--- config.mk ---
export PLATFORM = sky130hd
export DESIGN_NAME = tott_front
export DESIGN_NICKNAME = d
export VERILOG_FILES = /design/src/hdl/tott_pkg.sv /design/src/hdl/tott_front.sv
export SDC_FILE = /design/constraint.sdc
export NUM_CORES = 2
export LEC_CHECK = 0
export BUFFER_PORTS_ARGS = -buffer_cell sky130_fd_sc_hd__buf_2
export CAP_MARGIN = 10
export CORE_ASPECT_RATIO = 0.8
export CORE_MARGIN = 2
export CORE_UTILIZATION = 60
export CTS_CLUSTER_DIAMETER = 50
export DETAILED_ROUTE_END_ITERATION = 10
export PLACE_DENSITY = 0.79
export SYNTH_ARGS = -nofsm -noshare
export SYNTH_HDL_FRONTEND = slang
export SYNTH_SLANG_ARGS = --single-unit
--- constraint.sdc ---
create_clock -name clock -period 27.2 [get_ports clock]
set_input_delay 1.36 -clock clock [delete_from_list [all_inputs] [get_ports clock]]
set_output_delay 1.36 -clock clock [all_outputs]
set_load 0.03 [all_outputs]
--- src/hdl/tott_pkg.sv ---
// ----------------------------------------------------------------------------
// tott_pkg
// Shared constants and payload type of the thermal overload trip time block.
// ----------------------------------------------------------------------------
`default_nettype none
package tott_pkg;

   localparam int FRAC_BITS = 16;
   localparam int AW        = 32 + FRAC_BITS;
   localparam int XW        = AW + 1;
   localparam int NW        = $clog2(XW);
   localparam int LW        = NW + 33;
   localparam int HW        = LW - 32;
   localparam int STEPS     = 32;

   localparam logic [31:0] LN2_Q32 = 32'hB172_17F8;

   localparam logic [1:0] REG_BASE_CURRENT  = 2'd0;
   localparam logic [1:0] REG_K_FACTOR      = 2'd1;
   localparam logic [1:0] REG_TIME_CONSTANT = 2'd2;

   typedef struct packed {
      logic [2:0][31:0]   m;
      logic [2:0][31:0]   f;
      logic [2:0][NW-1:0] n;
      logic               no_trip;
   } lg_type;

endpackage
`default_nettype wire

--- src/hdl/tott_front.sv ---
// ----------------------------------------------------------------------------
// tott_front
// Forms I*2^F, I*2^F - k*Ib and I*2^F + k*Ib, finds their exponents and
// normalizes them to Q1.31 mantissas.
// ----------------------------------------------------------------------------
`default_nettype none
module tott_front (
   input  wire logic                  clock,
   input  wire logic                  reset,
   input  wire logic                  in_valid,
   output logic                       in_ready,
   input  wire logic [31:0]           current,
   input  wire logic [31:0]           base_current,
   input  wire logic [19:0]           k_factor,
   output logic                       out_valid,
   input  wire logic                  out_ready,
   output tott_pkg::lg_type           out_data
);

   logic [2:0] v_ff;
   logic [3:0] rdy;

   logic [2:0][tott_pkg::XW-1:0] x1_ff;
   logic [2:0][tott_pkg::XW-1:0] x2_ff;
   logic [2:0][tott_pkg::NW-1:0] n2_ff;
   logic                         nt1_ff, nt2_ff;
   tott_pkg::lg_type             o_ff;

   logic [tott_pkg::AW-1:0]      a;
   logic [51:0]                  b;
   logic [2:0][tott_pkg::XW-1:0] x1_in;
   logic [2:0][tott_pkg::NW-1:0] n2_in;
   tott_pkg::lg_type             o_in;

   assign in_ready  = rdy[0];
   assign out_valid = v_ff[2];
   assign out_data  = o_ff;

   always_comb begin
      rdy[3] = out_ready;
      for (int s = 2; s >= 0; s--) begin
         rdy[s] = !v_ff[s] || rdy[s+1];
      end
   end

   always_comb begin
      a        = tott_pkg::AW'({current, {tott_pkg::FRAC_BITS{1'b0}}});
      b        = 52'(k_factor) * 52'(base_current);
      x1_in[0] = tott_pkg::XW'(a);
      x1_in[1] = tott_pkg::XW'(a) - tott_pkg::XW'(b);
      x1_in[2] = tott_pkg::XW'(a) + tott_pkg::XW'(b);
   end

   always_comb begin
      for (int j = 0; j < 3; j++) begin
         n2_in[j] = '0;
         for (int i = 0; i < tott_pkg::XW; i++) begin
            if (x1_ff[j][i]) begin
               n2_in[j] = tott_pkg::NW'(i);
            end
         end
      end
   end

   always_comb begin
      o_in.no_trip = nt2_ff;
      for (int j = 0; j < 3; j++) begin
         o_in.m[j] = 32'(({x2_ff[j], 31'b0}) >> n2_ff[j]);
         o_in.f[j] = '0;
         o_in.n[j] = n2_ff[j];
      end
   end

   always_ff @(posedge clock) begin
      if (reset) begin
         v_ff <= '0;
      end else begin
         if (rdy[0]) v_ff[0] <= in_valid;
         if (rdy[1]) v_ff[1] <= v_ff[0];
         if (rdy[2]) v_ff[2] <= v_ff[1];
      end
   end

   always_ff @(posedge clock) begin
      if (rdy[0]) begin
         x1_ff  <= x1_in;
         nt1_ff <= ({4'b0, a} <= b);
      end
      if (rdy[1]) begin
         x2_ff  <= x1_ff;
         n2_ff  <= n2_in;
         nt2_ff <= nt1_ff;
      end
      if (rdy[2]) begin
         o_ff <= o_in;
      end
   end

endmodule
`default_nettype wire

==> flow_summary.toml <==
[yosys]
ys_warn_count = 0
netlist_area_sq_mm = 0.04567
yosysMostFrequentCell = "nand2_1"
synthArstFlopShare = 0
yosysTopAreaCell = "edfxtp_1"
synth_seq_cells = 396
synth_top_area_share = 0.2584
yosys-top-cells-count = "nand2_1 (713), inv_1 (675), fa_1 (537)"
synthTopCellsByArea = "edfxtp_1 (26%), fa_1 (24%), ha_1 (6.4%)"
syn-instance-count = 4730
synth_edf_count = 393
ys_types = 91
avgSynthCellArea_sq_um = 9.656
synthFlopType = "edfxtp_1"
yosysSeqAreaShare = 0.2597

[cells_and_area]
final_cell_area_sq_mm = 0.04804
multi_input_area_sq_mm = 0.02991
regArea_sq_mm = 0.01186
final_nets = 5588
area_growth_pct = 5.186
drive_gt1_frac = 0.09569
fill_cells = 6037

[detailed_routing]
detail_route.wirelength_microns = 119100
drc_errors = 0
drtAntennaViolNets = 0
avgRoutedWirePerCell_microns = 20.64
drt_iter0_drc = 3352
post_drt_via_cell_ratio = 6.004
dr.pass1.iters = 9
vias = 34630

[critical_path]
worst_path_max_delay_cell = "buf_2"
critPathRequiredTime_ps = 27470
crit_buf_inv = 6
ff2ff_setup_slack_ps = 24010
cp.depth = 37
startpoint = "k_factor[5]"
worstReg2RegStart = "n2_ff[7]"
critPathCaptureType = "register"
crit_arrival_ps = 11470
ff2ff_path_depth = 8
critPathKind = "primary input to register"
startpoint_type = "primary input"
cp_max_fo = 32
slowest_delay_ps = 600
cp_top_family = "adder cells"
rr_endpoint = "out_data[176]"
crit_top_cell = "fa_1"

[clock_tree]
root_buffer = "clkbuf_16"
cts_buffer_depth = 3
cts_setup_buffers = 0
clock_sinks = 396
ctsHtreeMaxLevel = 2
cts_tree = "done"
hold_buffers = 0
cts_buffers = 38
clkLatencyLatePin_ps = 550
post_cts_resized = 0
clk_pin_slew_ps = 60

[worst_hold_path]
min-delay-start = "x1_ff[49]"
hp-class = "register to register"
holdPathStages = 0
holdPathEnd = "x2_ff[49]"

[run]
drv_cap = 0

[global_routing]
grt_max_degree = 91
grt_pass1_wl_microns = 185900
grt_usage = 0.3029
antenna_found_initial = 2
overflow = 0
grt_pass1_vias = 33800

[sta]
fin_crit_sh = 0.4118
fin_setup_tns_ps = 0
fmax_ghz = 0.08929
setup_viol = 0
skew_ps = 20.32
slew_headroom = 0.2650
hold_violations = 0
slew_violations = 0
rsz0062_at_grt = "false"
min_period_ps = 11200
tightest_slew_ps = 1102

[die]
core_sq_mm = 0.07533
die-width_microns = 312.5
rows = 90
chipHeight_microns = 250.8
die_area_sq_mm = 0.07836
io_pins = 301
initial_utilization = 0.6063

[run_status]
status = "complete, no violations"

[placement]
portBuffers = 204
post-dp-hpwl_microns = 91360
postPlaceCellArea_sq_mm = 0.04678
place_congestion = 0.9945
worst max-delay path by stage:
stage,end
floorplan,x1_ff[146]
global placement,x1_ff[96]
detailed placement,x1_ff[96]
CTS,x1_ff[96]
global route,nt1_ff
finish,x1_ff[96]
placed cells by master (no fill, tap or decap), types with 56 or more instances in the layout:
cell type,instances
fa_1,537
a21oi_1,190
nand2_1,712
edfxtp_1,393
o21ai_0,167
buf_2,204
inv_1,673
conb_1,96
mux2_2,56
nor2_1,259
mux4_2,84
ha_1,232
mux2i_1,122
and2_1,219
xnor2_1,82
kinds of logic (layout without fill, tap and decap cells):
group / after synthesis / count (layout) / synth area share
AO/OA/AOI/OAI: 709 / 709 / 0.1000
XOR/XNOR: 121 / 121 / 0.02320
adder cells (fa/ha/maj): 769 / 769 / 0.2989
buffers and inverters: 1039 / 969 / 0.09330
flip-flops: 396 / 396 / 0.2597
multiplexers: 263 / 263 / 0.08221
other: 1 / 97 / 0.00008210
AND/OR/NAND/NOR: 1432 / 1432 / 0.1425
sequential cells by signal, indices dropped and copies added (netlist names):
register,cells
v_ff,3
x1_ff,129
nt1_ff,1
out_data,115
nt2_ff,1
n2_ff,18
x2_ff,129
routing by layer:
layer,share of wire,track usage
met1,0.40,0.4312
met2,0.45,0.4651
met3,0.11,0.05849
met4,0.040,0.1122
met5,0,0
layout make-up:
class / count / area share
antenna: 1 / 0.00005209
sequential: 396 / 0.2469
clock buffer: 45 / 0.02034
tap: 1012 / 0.02636
timing repair buffer: 226 / 0.02511
inverter: 679 / 0.05321
clock inverter: 19 / 0.005365
multi-input combinational: 3390 / 0.6227
per-stage QoR:
stage	std cells	utilization	setup WS [ps]	hold WS [ps]
finish	5768	0.6377	16000	421.6
global route	5768	0.6377	15490	446.8
CTS	5766	0.6373	16120	421.2
detailed placement	5702	0.6209	15570	406.1
global placement	5702	0.6209	15810	405.5
floorplan	4825	-	16860	400.3
worst reg2reg max path, cell delays in order (launching register included):
cell	delay [ps]
edfxtp_1	330
buf_4	500
clkinv_1	620
a211oi_1	350
a21oi_1	110
mux2_2	310
o211ai_1	150
o21ai_0	180
a221o_1	400
Power is left out: the tool's default activity adds up to more than one toggle a clock period on the data nets, which glitch-free logic cannot reach.
