## src/hdl/tott_pkg.sv

```systemverilog
// ----------------------------------------------------------------------------
// tott_pkg
// Shared constants and payload type of the thermal overload trip time block.
// ----------------------------------------------------------------------------
`default_nettype none
package tott_pkg;

   localparam int FRAC_BITS = 16;
   localparam int AW        = 32 + FRAC_BITS;
   localparam int XW        = AW + 1;
   localparam int NW        = $clog2(XW);
   localparam int LW        = NW + 33;
   localparam int HW        = LW - 32;
   localparam int STEPS     = 32;

   localparam logic [31:0] LN2_Q32 = 32'hB172_17F8;

   localparam logic [1:0] REG_BASE_CURRENT  = 2'd0;
   localparam logic [1:0] REG_K_FACTOR      = 2'd1;
   localparam logic [1:0] REG_TIME_CONSTANT = 2'd2;

   typedef struct packed {
      logic [2:0][31:0]   m;
      logic [2:0][31:0]   f;
      logic [2:0][NW-1:0] n;
      logic               no_trip;
   } lg_type;

endpackage
`default_nettype wire

```

## src/hdl/tott_back.sv

```systemverilog
// ----------------------------------------------------------------------------
// tott_back
// Combines the three logarithms, scales by ln 2 and tau, and saturates.
// ----------------------------------------------------------------------------
`default_nettype none
module tott_back (
   input  wire logic             clock,
   input  wire logic             reset,
   input  wire logic             in_valid,
   output logic                  in_ready,
   input  wire tott_pkg::lg_type in_data,
   input  wire logic [31:0]      time_constant,
   output logic                  out_valid,
   input  wire logic             out_ready,
   output logic [31:0]           trip_time,
   output logic                  no_trip
);

   localparam int HW = tott_pkg::HW;

   logic [4:0] v_ff;
   logic [5:0] rdy;
   logic [4:0] nt_ff;

   logic [tott_pkg::LW-1:0] l2_ff, l2_in;
   logic [63:0]             plo_ff, tlo_ff;
   logic [HW+31:0]          phi_ff, thi_ff;
   logic [tott_pkg::LW-1:0] ln_ff;
   logic [31:0]             t_ff;
   logic [tott_pkg::LW:0]   twice, sub;
   logic [HW+32:0]          tsum;

   assign in_ready  = rdy[0];
   assign out_valid = v_ff[4];
   assign trip_time = t_ff;
   assign no_trip   = nt_ff[4];

   always_comb begin
      rdy[5] = out_ready;
      for (int s = 4; s >= 0; s--) begin
         rdy[s] = !v_ff[s] || rdy[s+1];
      end
   end

   always_comb begin
      twice = {1'b0, in_data.n[0], in_data.f[0], 1'b0};
      sub   = (tott_pkg::LW+1)'({in_data.n[1], in_data.f[1]})
            + (tott_pkg::LW+1)'({in_data.n[2], in_data.f[2]});
      l2_in = (sub >= twice) ? '0 : tott_pkg::LW'(twice - sub);
      tsum  = (HW+33)'(thi_ff) + (HW+33)'(tlo_ff[63:32]);
   end

   always_ff @(posedge clock) begin
      if (reset) begin
         v_ff <= '0;
      end else begin
         if (rdy[0]) v_ff[0] <= in_valid;
         for (int s = 1; s < 5; s++) begin
            if (rdy[s]) v_ff[s] <= v_ff[s-1];
         end
      end
   end

   always_ff @(posedge clock) begin
      if (rdy[0]) begin
         l2_ff    <= l2_in;
         nt_ff[0] <= in_data.no_trip;
      end
      if (rdy[1]) begin
         plo_ff   <= 64'(l2_ff[31:0]) * 64'(tott_pkg::LN2_Q32);
         phi_ff   <= (HW+32)'(l2_ff[tott_pkg::LW-1:32]) * (HW+32)'(tott_pkg::LN2_Q32);
         nt_ff[1] <= nt_ff[0];
      end
      if (rdy[2]) begin
         ln_ff    <= tott_pkg::LW'(phi_ff + (HW+32)'(plo_ff[63:32]));
         nt_ff[2] <= nt_ff[1];
      end
      if (rdy[3]) begin
         tlo_ff   <= 64'(ln_ff[31:0]) * 64'(time_constant);
         thi_ff   <= (HW+32)'(ln_ff[tott_pkg::LW-1:32]) * (HW+32)'(time_constant);
         nt_ff[3] <= nt_ff[2];
      end
      if (rdy[4]) begin
         priority if (nt_ff[3]) begin
            t_ff <= '0;
         end else if (tsum[HW+32:32] != '0) begin
            t_ff <= '1;
         end else begin
            t_ff <= tsum[31:0];
         end
         nt_ff[4] <= nt_ff[3];
      end
   end

endmodule
`default_nettype wire

```

## config.mk

```make
export PLATFORM = sky130hd
export DESIGN_NAME = tott_back
export DESIGN_NICKNAME = d
export VERILOG_FILES = /design/src/hdl/tott_pkg.sv /design/src/hdl/tott_back.sv
export SDC_FILE = /design/constraint.sdc
export NUM_CORES = 2
export LEC_CHECK = 0
export BUFFER_PORTS_ARGS = -buffer_cell sky130_fd_sc_hd__buf_2
export CAP_MARGIN = 40
export CORE_ASPECT_RATIO = 0.75
export CORE_MARGIN = 3
export CORE_UTILIZATION = 38
export DETAILED_ROUTE_END_ITERATION = 7
export MAX_ROUTING_LAYER = met4
export RECOVER_POWER = 25
export SETUP_SLACK_MARGIN = 0.1
export SYNTH_ARGS = -nofsm -noshare
export SYNTH_HDL_FRONTEND = slang
export SYNTH_SLANG_ARGS = --single-unit
export TNS_END_PERCENT = 50
```

## constraint.sdc

```tcl
create_clock -name clock -period 24.2 [get_ports clock]
set_clock_uncertainty 0.2 [all_clocks]
set_input_delay 1.21 -clock clock [delete_from_list [all_inputs] [get_ports clock]]
set_output_delay 1.21 -clock clock [all_outputs]
set_load 0.02 [all_outputs]
```

==> impl_metrics.py <==
metrics = {
    "run": {
        "drv_cap": 5,
    },
    "placement": {
        "place_inst": 10200,
        "io_buffers": 185,
        "gp_congestion": 0.906,
        "dp.final_hpwl_um": 155000,
    },
    "worst_hold_path": {
        "timing.hold.worst.class": "register to register",
    },
    "yosys": {
        "synthesis.area_mm2": 0.0730,
        "avgSynthCellArea_um2": 9.52,
        "ys_types": 92,
        "syn_inst": 7667,
        "yosysWarnings": 0,
        "synthArstFlopShare": 0,
        "synth-seq-area-share": 0.106,
        "synth_edf_count": 254,
        "ys_seq_elements": 259,
        "synth_fp_nets": 10200,
        "yosys_most_used_dff": "edfxtp_1",
    },
    "clocking": {
        "insertion_delay_ns": 0.63,
        "cts_max_level": 1,
        "max-clock-path-buffers": 3,
        "hold_buffers": 0,
        "clkTransAtPathRegs_ns": 0.06,
        "cts_tree": "yes",
        "clkSinkCount": 259,
        "cts_root_buffer": "clkbuf_16",
        "cts_resized": 0,
        "post-cts-setup-buffers": 0,
        "cts_inserted_buffers": 31,
    },
    "timing": {
        "slew_headroom": -1.61,
        "rsz0062_at_grt": "no",
        "fin_tns_setup_ns": 0,
        "finalMaxSlewViolations": 218,
        "setup_viol": 0,
        "fmax_mhz": 104,
        "max_slew.worst_pin.slew_ns": 3.92,
        "fin_crit_ns": 9.64,
        "fin_crit_sh": 0.398,
        "hold_viol": 0,
    },
    "route": {
        "vias": 52400,
        "first_pass_iters": 6,
        "via_per_inst": 5.12,
        "drt_iter0_drc": 3913,
        "avgRoutedWirePerCell_um": 18.8,
        "wirelength_um": 192000,
        "ant_nets": 0,
        "drc": 0,
    },
    "floorplanning": {
        "initial_utilization": 0.385,
        "pin_count": 282,
        "core_area_mm2": 0.190,
        "num_rows": 138,
        "die_h_um": 386,
        "die_area_mm2": 0.197,
        "fp.dieW_um": 512,
    },
    "critical_path": {
        "required_ns": 24.37,
        "endpoint_kind": "register",
        "cp.arrival_ns": 9.81,
        "critPathMaxFanout": 38,
        "crit_type": "input pin to register",
        "startpoint_type": "input pin",
    },
    "status": {
        "outcome": "finished, violations left",
        "failed_checks": "max-capacitance violations, max-slew violations",
    },
    "global_route": {
        "grt_max_degree": 70,
        "grt_pass1_wl_um": 312000,
        "antenna_found_initial": 14,
        "grt_usage": 0.204,
        "overflow": 0,
        "grt_pass1_vias": 55300,
    },
    "cells_and_area": {
        "drive_above_1_share": 0.0465,
        "final_cells": 10200,
        "final_util": 0.411,
        "areaGrowthSynthToFinish_pct": 6.76,
        "finish.net_count": 10300,
    },
}
[registers in the layout, summed over array words and instances, names as in the netlist]
signal and flops:
plo_ff 32, ln_ff 39, thi_ff 39, phi_ff 36, tlo_ff 32, l2_ff 39, nt_ff 5, trip_time 32
v_ff 5
[final timing paths]
check	from	endpoint	slack, ns	cells after the start
max	time_constant[0]	tlo_ff[53]	14.56	21
min	plo_ff[33]	ln_ff[1]	0.22	0
max reg2reg	ln_ff[28]	tlo_ff[63]	15.14	24
min reg2reg	plo_ff[33]	ln_ff[1]	0.22	0
[cell type report]
type	instances	area (um^2)
Sequential cell	259	7730
Multi-Input combinational cell	5405	57700
Tap cell	2520	3150
Fill cell	18600	112000
Clock inverter	20	239
Timing Repair Buffer	272	1820
Clock buffer	38	802
Inverter	1712	6430
Antenna cell	6	15.0
[placed cells by master, fill, tap and decap left out, types with 12 or more instances in the layout]
cell          n
inv_1      1712
fa_1       1447
ha_1        878
nand2_1     745
and2_1      670
a21oi_1     310
edfxtp_1    254
buf_2       185
nor2_1      178
xnor2_1     157
a21o_1      138
o21ai_0     133
xor2_1       95
nand3_1      60
buf_4        60
o21bai_1     45
nand4_1      42
nor2b_1      41
nor3_1       38
and3_1       37
a31oi_1      36
o21a_1       34
nand2b_1     31
clkbuf_16    31
a211oi_1     23
o211ai_1     21
a21boi_0     14
clkbuf_1     14
o21ai_1      13
buf_12       13
or2_2        12
a41oi_1      12
[layer usage]
metal  vias up  part of all wire  global-route usage
li1      23800                 -                   -
met1     26600              0.48               0.305
met2      1831              0.42               0.296
met3       182             0.085              0.0360
met4         0             0.013              0.0253
met5         -                 0                   -
[synthesized netlist by cell type (all sizes together) (6+ instances only)]
cell type  number  share of area
a21boi         15         0.0015
nor2          178         0.0092
nor3           38         0.0026
a31oi          36         0.0031
nand2         747          0.038
nand4          42         0.0036
o31ai          12         0.0014
and2          673          0.058
o22ai           8        0.00086
o21bai         45         0.0046
or2            14         0.0012
a2111oi         7         0.0011
o21a           34         0.0035
a211o           9         0.0011
nor4           10        0.00086
a21o          138          0.014
a211oi         24         0.0025
o2111ai         7        0.00084
xnor2         157          0.019
nand2b         31         0.0027
a21oi         313          0.022
or3            11        0.00094
o211ai         21         0.0022
fa           1447           0.40
clkbuf        280          0.014
nor2b          41         0.0035
a31o           11         0.0013
nand3b          8        0.00082
o31a           11         0.0013
o21ai         147          0.010
nand3          61         0.0042
buf            11        0.00084
edfxtp        254           0.10
a41oi          14         0.0019
ha            878           0.15
a311oi          8         0.0010
inv          1712          0.088
xor2           95          0.011
and3           37         0.0032
a311o           6        0.00082
[logic make-up after synthesis]
group           synth area share
fa+ha+maj                  0.547
buf+inv                    0.103
simple gates               0.131
compound gates            0.0820
flops                      0.106
xor+xnor                  0.0302
mux                     0.000137
[per-stage QoR]
stage / hold WS, ns / cell area [um^2] / worst slack (ns)
6_report: 0.219 / 77900 / 14.56
3_5_place_dp: 0.206 / 76900 / 14.21
5_1_grt: 0.226 / 77900 / 14.26
4_1_cts: 0.220 / 78000 / 14.86
3_3_place_gp: 0.203 / 76400 / 14.03
2_1_floorplan: 0.200 / 73000 / 15.82
[worst max-delay path, cell delays in order]
cell and delay [ns]:
buf_2 0.08, clkbuf_1 1.76, nand2_1 0.35, fa_1 0.63
fa_1 0.55, inv_1 0.05, fa_1 0.49, fa_1 0.48
fa_1 0.46, fa_1 0.46, ha_1 0.37, a211oi_1 0.28
o21ai_0 0.18, a41oi_1 0.36, nor2b_1 0.19, a22oi_1 0.54
nand2_1 0.17, a21oi_1 0.46, o21ai_0 0.23, a311oi_1 0.33
xnor2_1 0.14
Power is left out: the tool's default activity adds up to more than one toggle a clock period on the data nets, which glitch-free logic cannot reach.
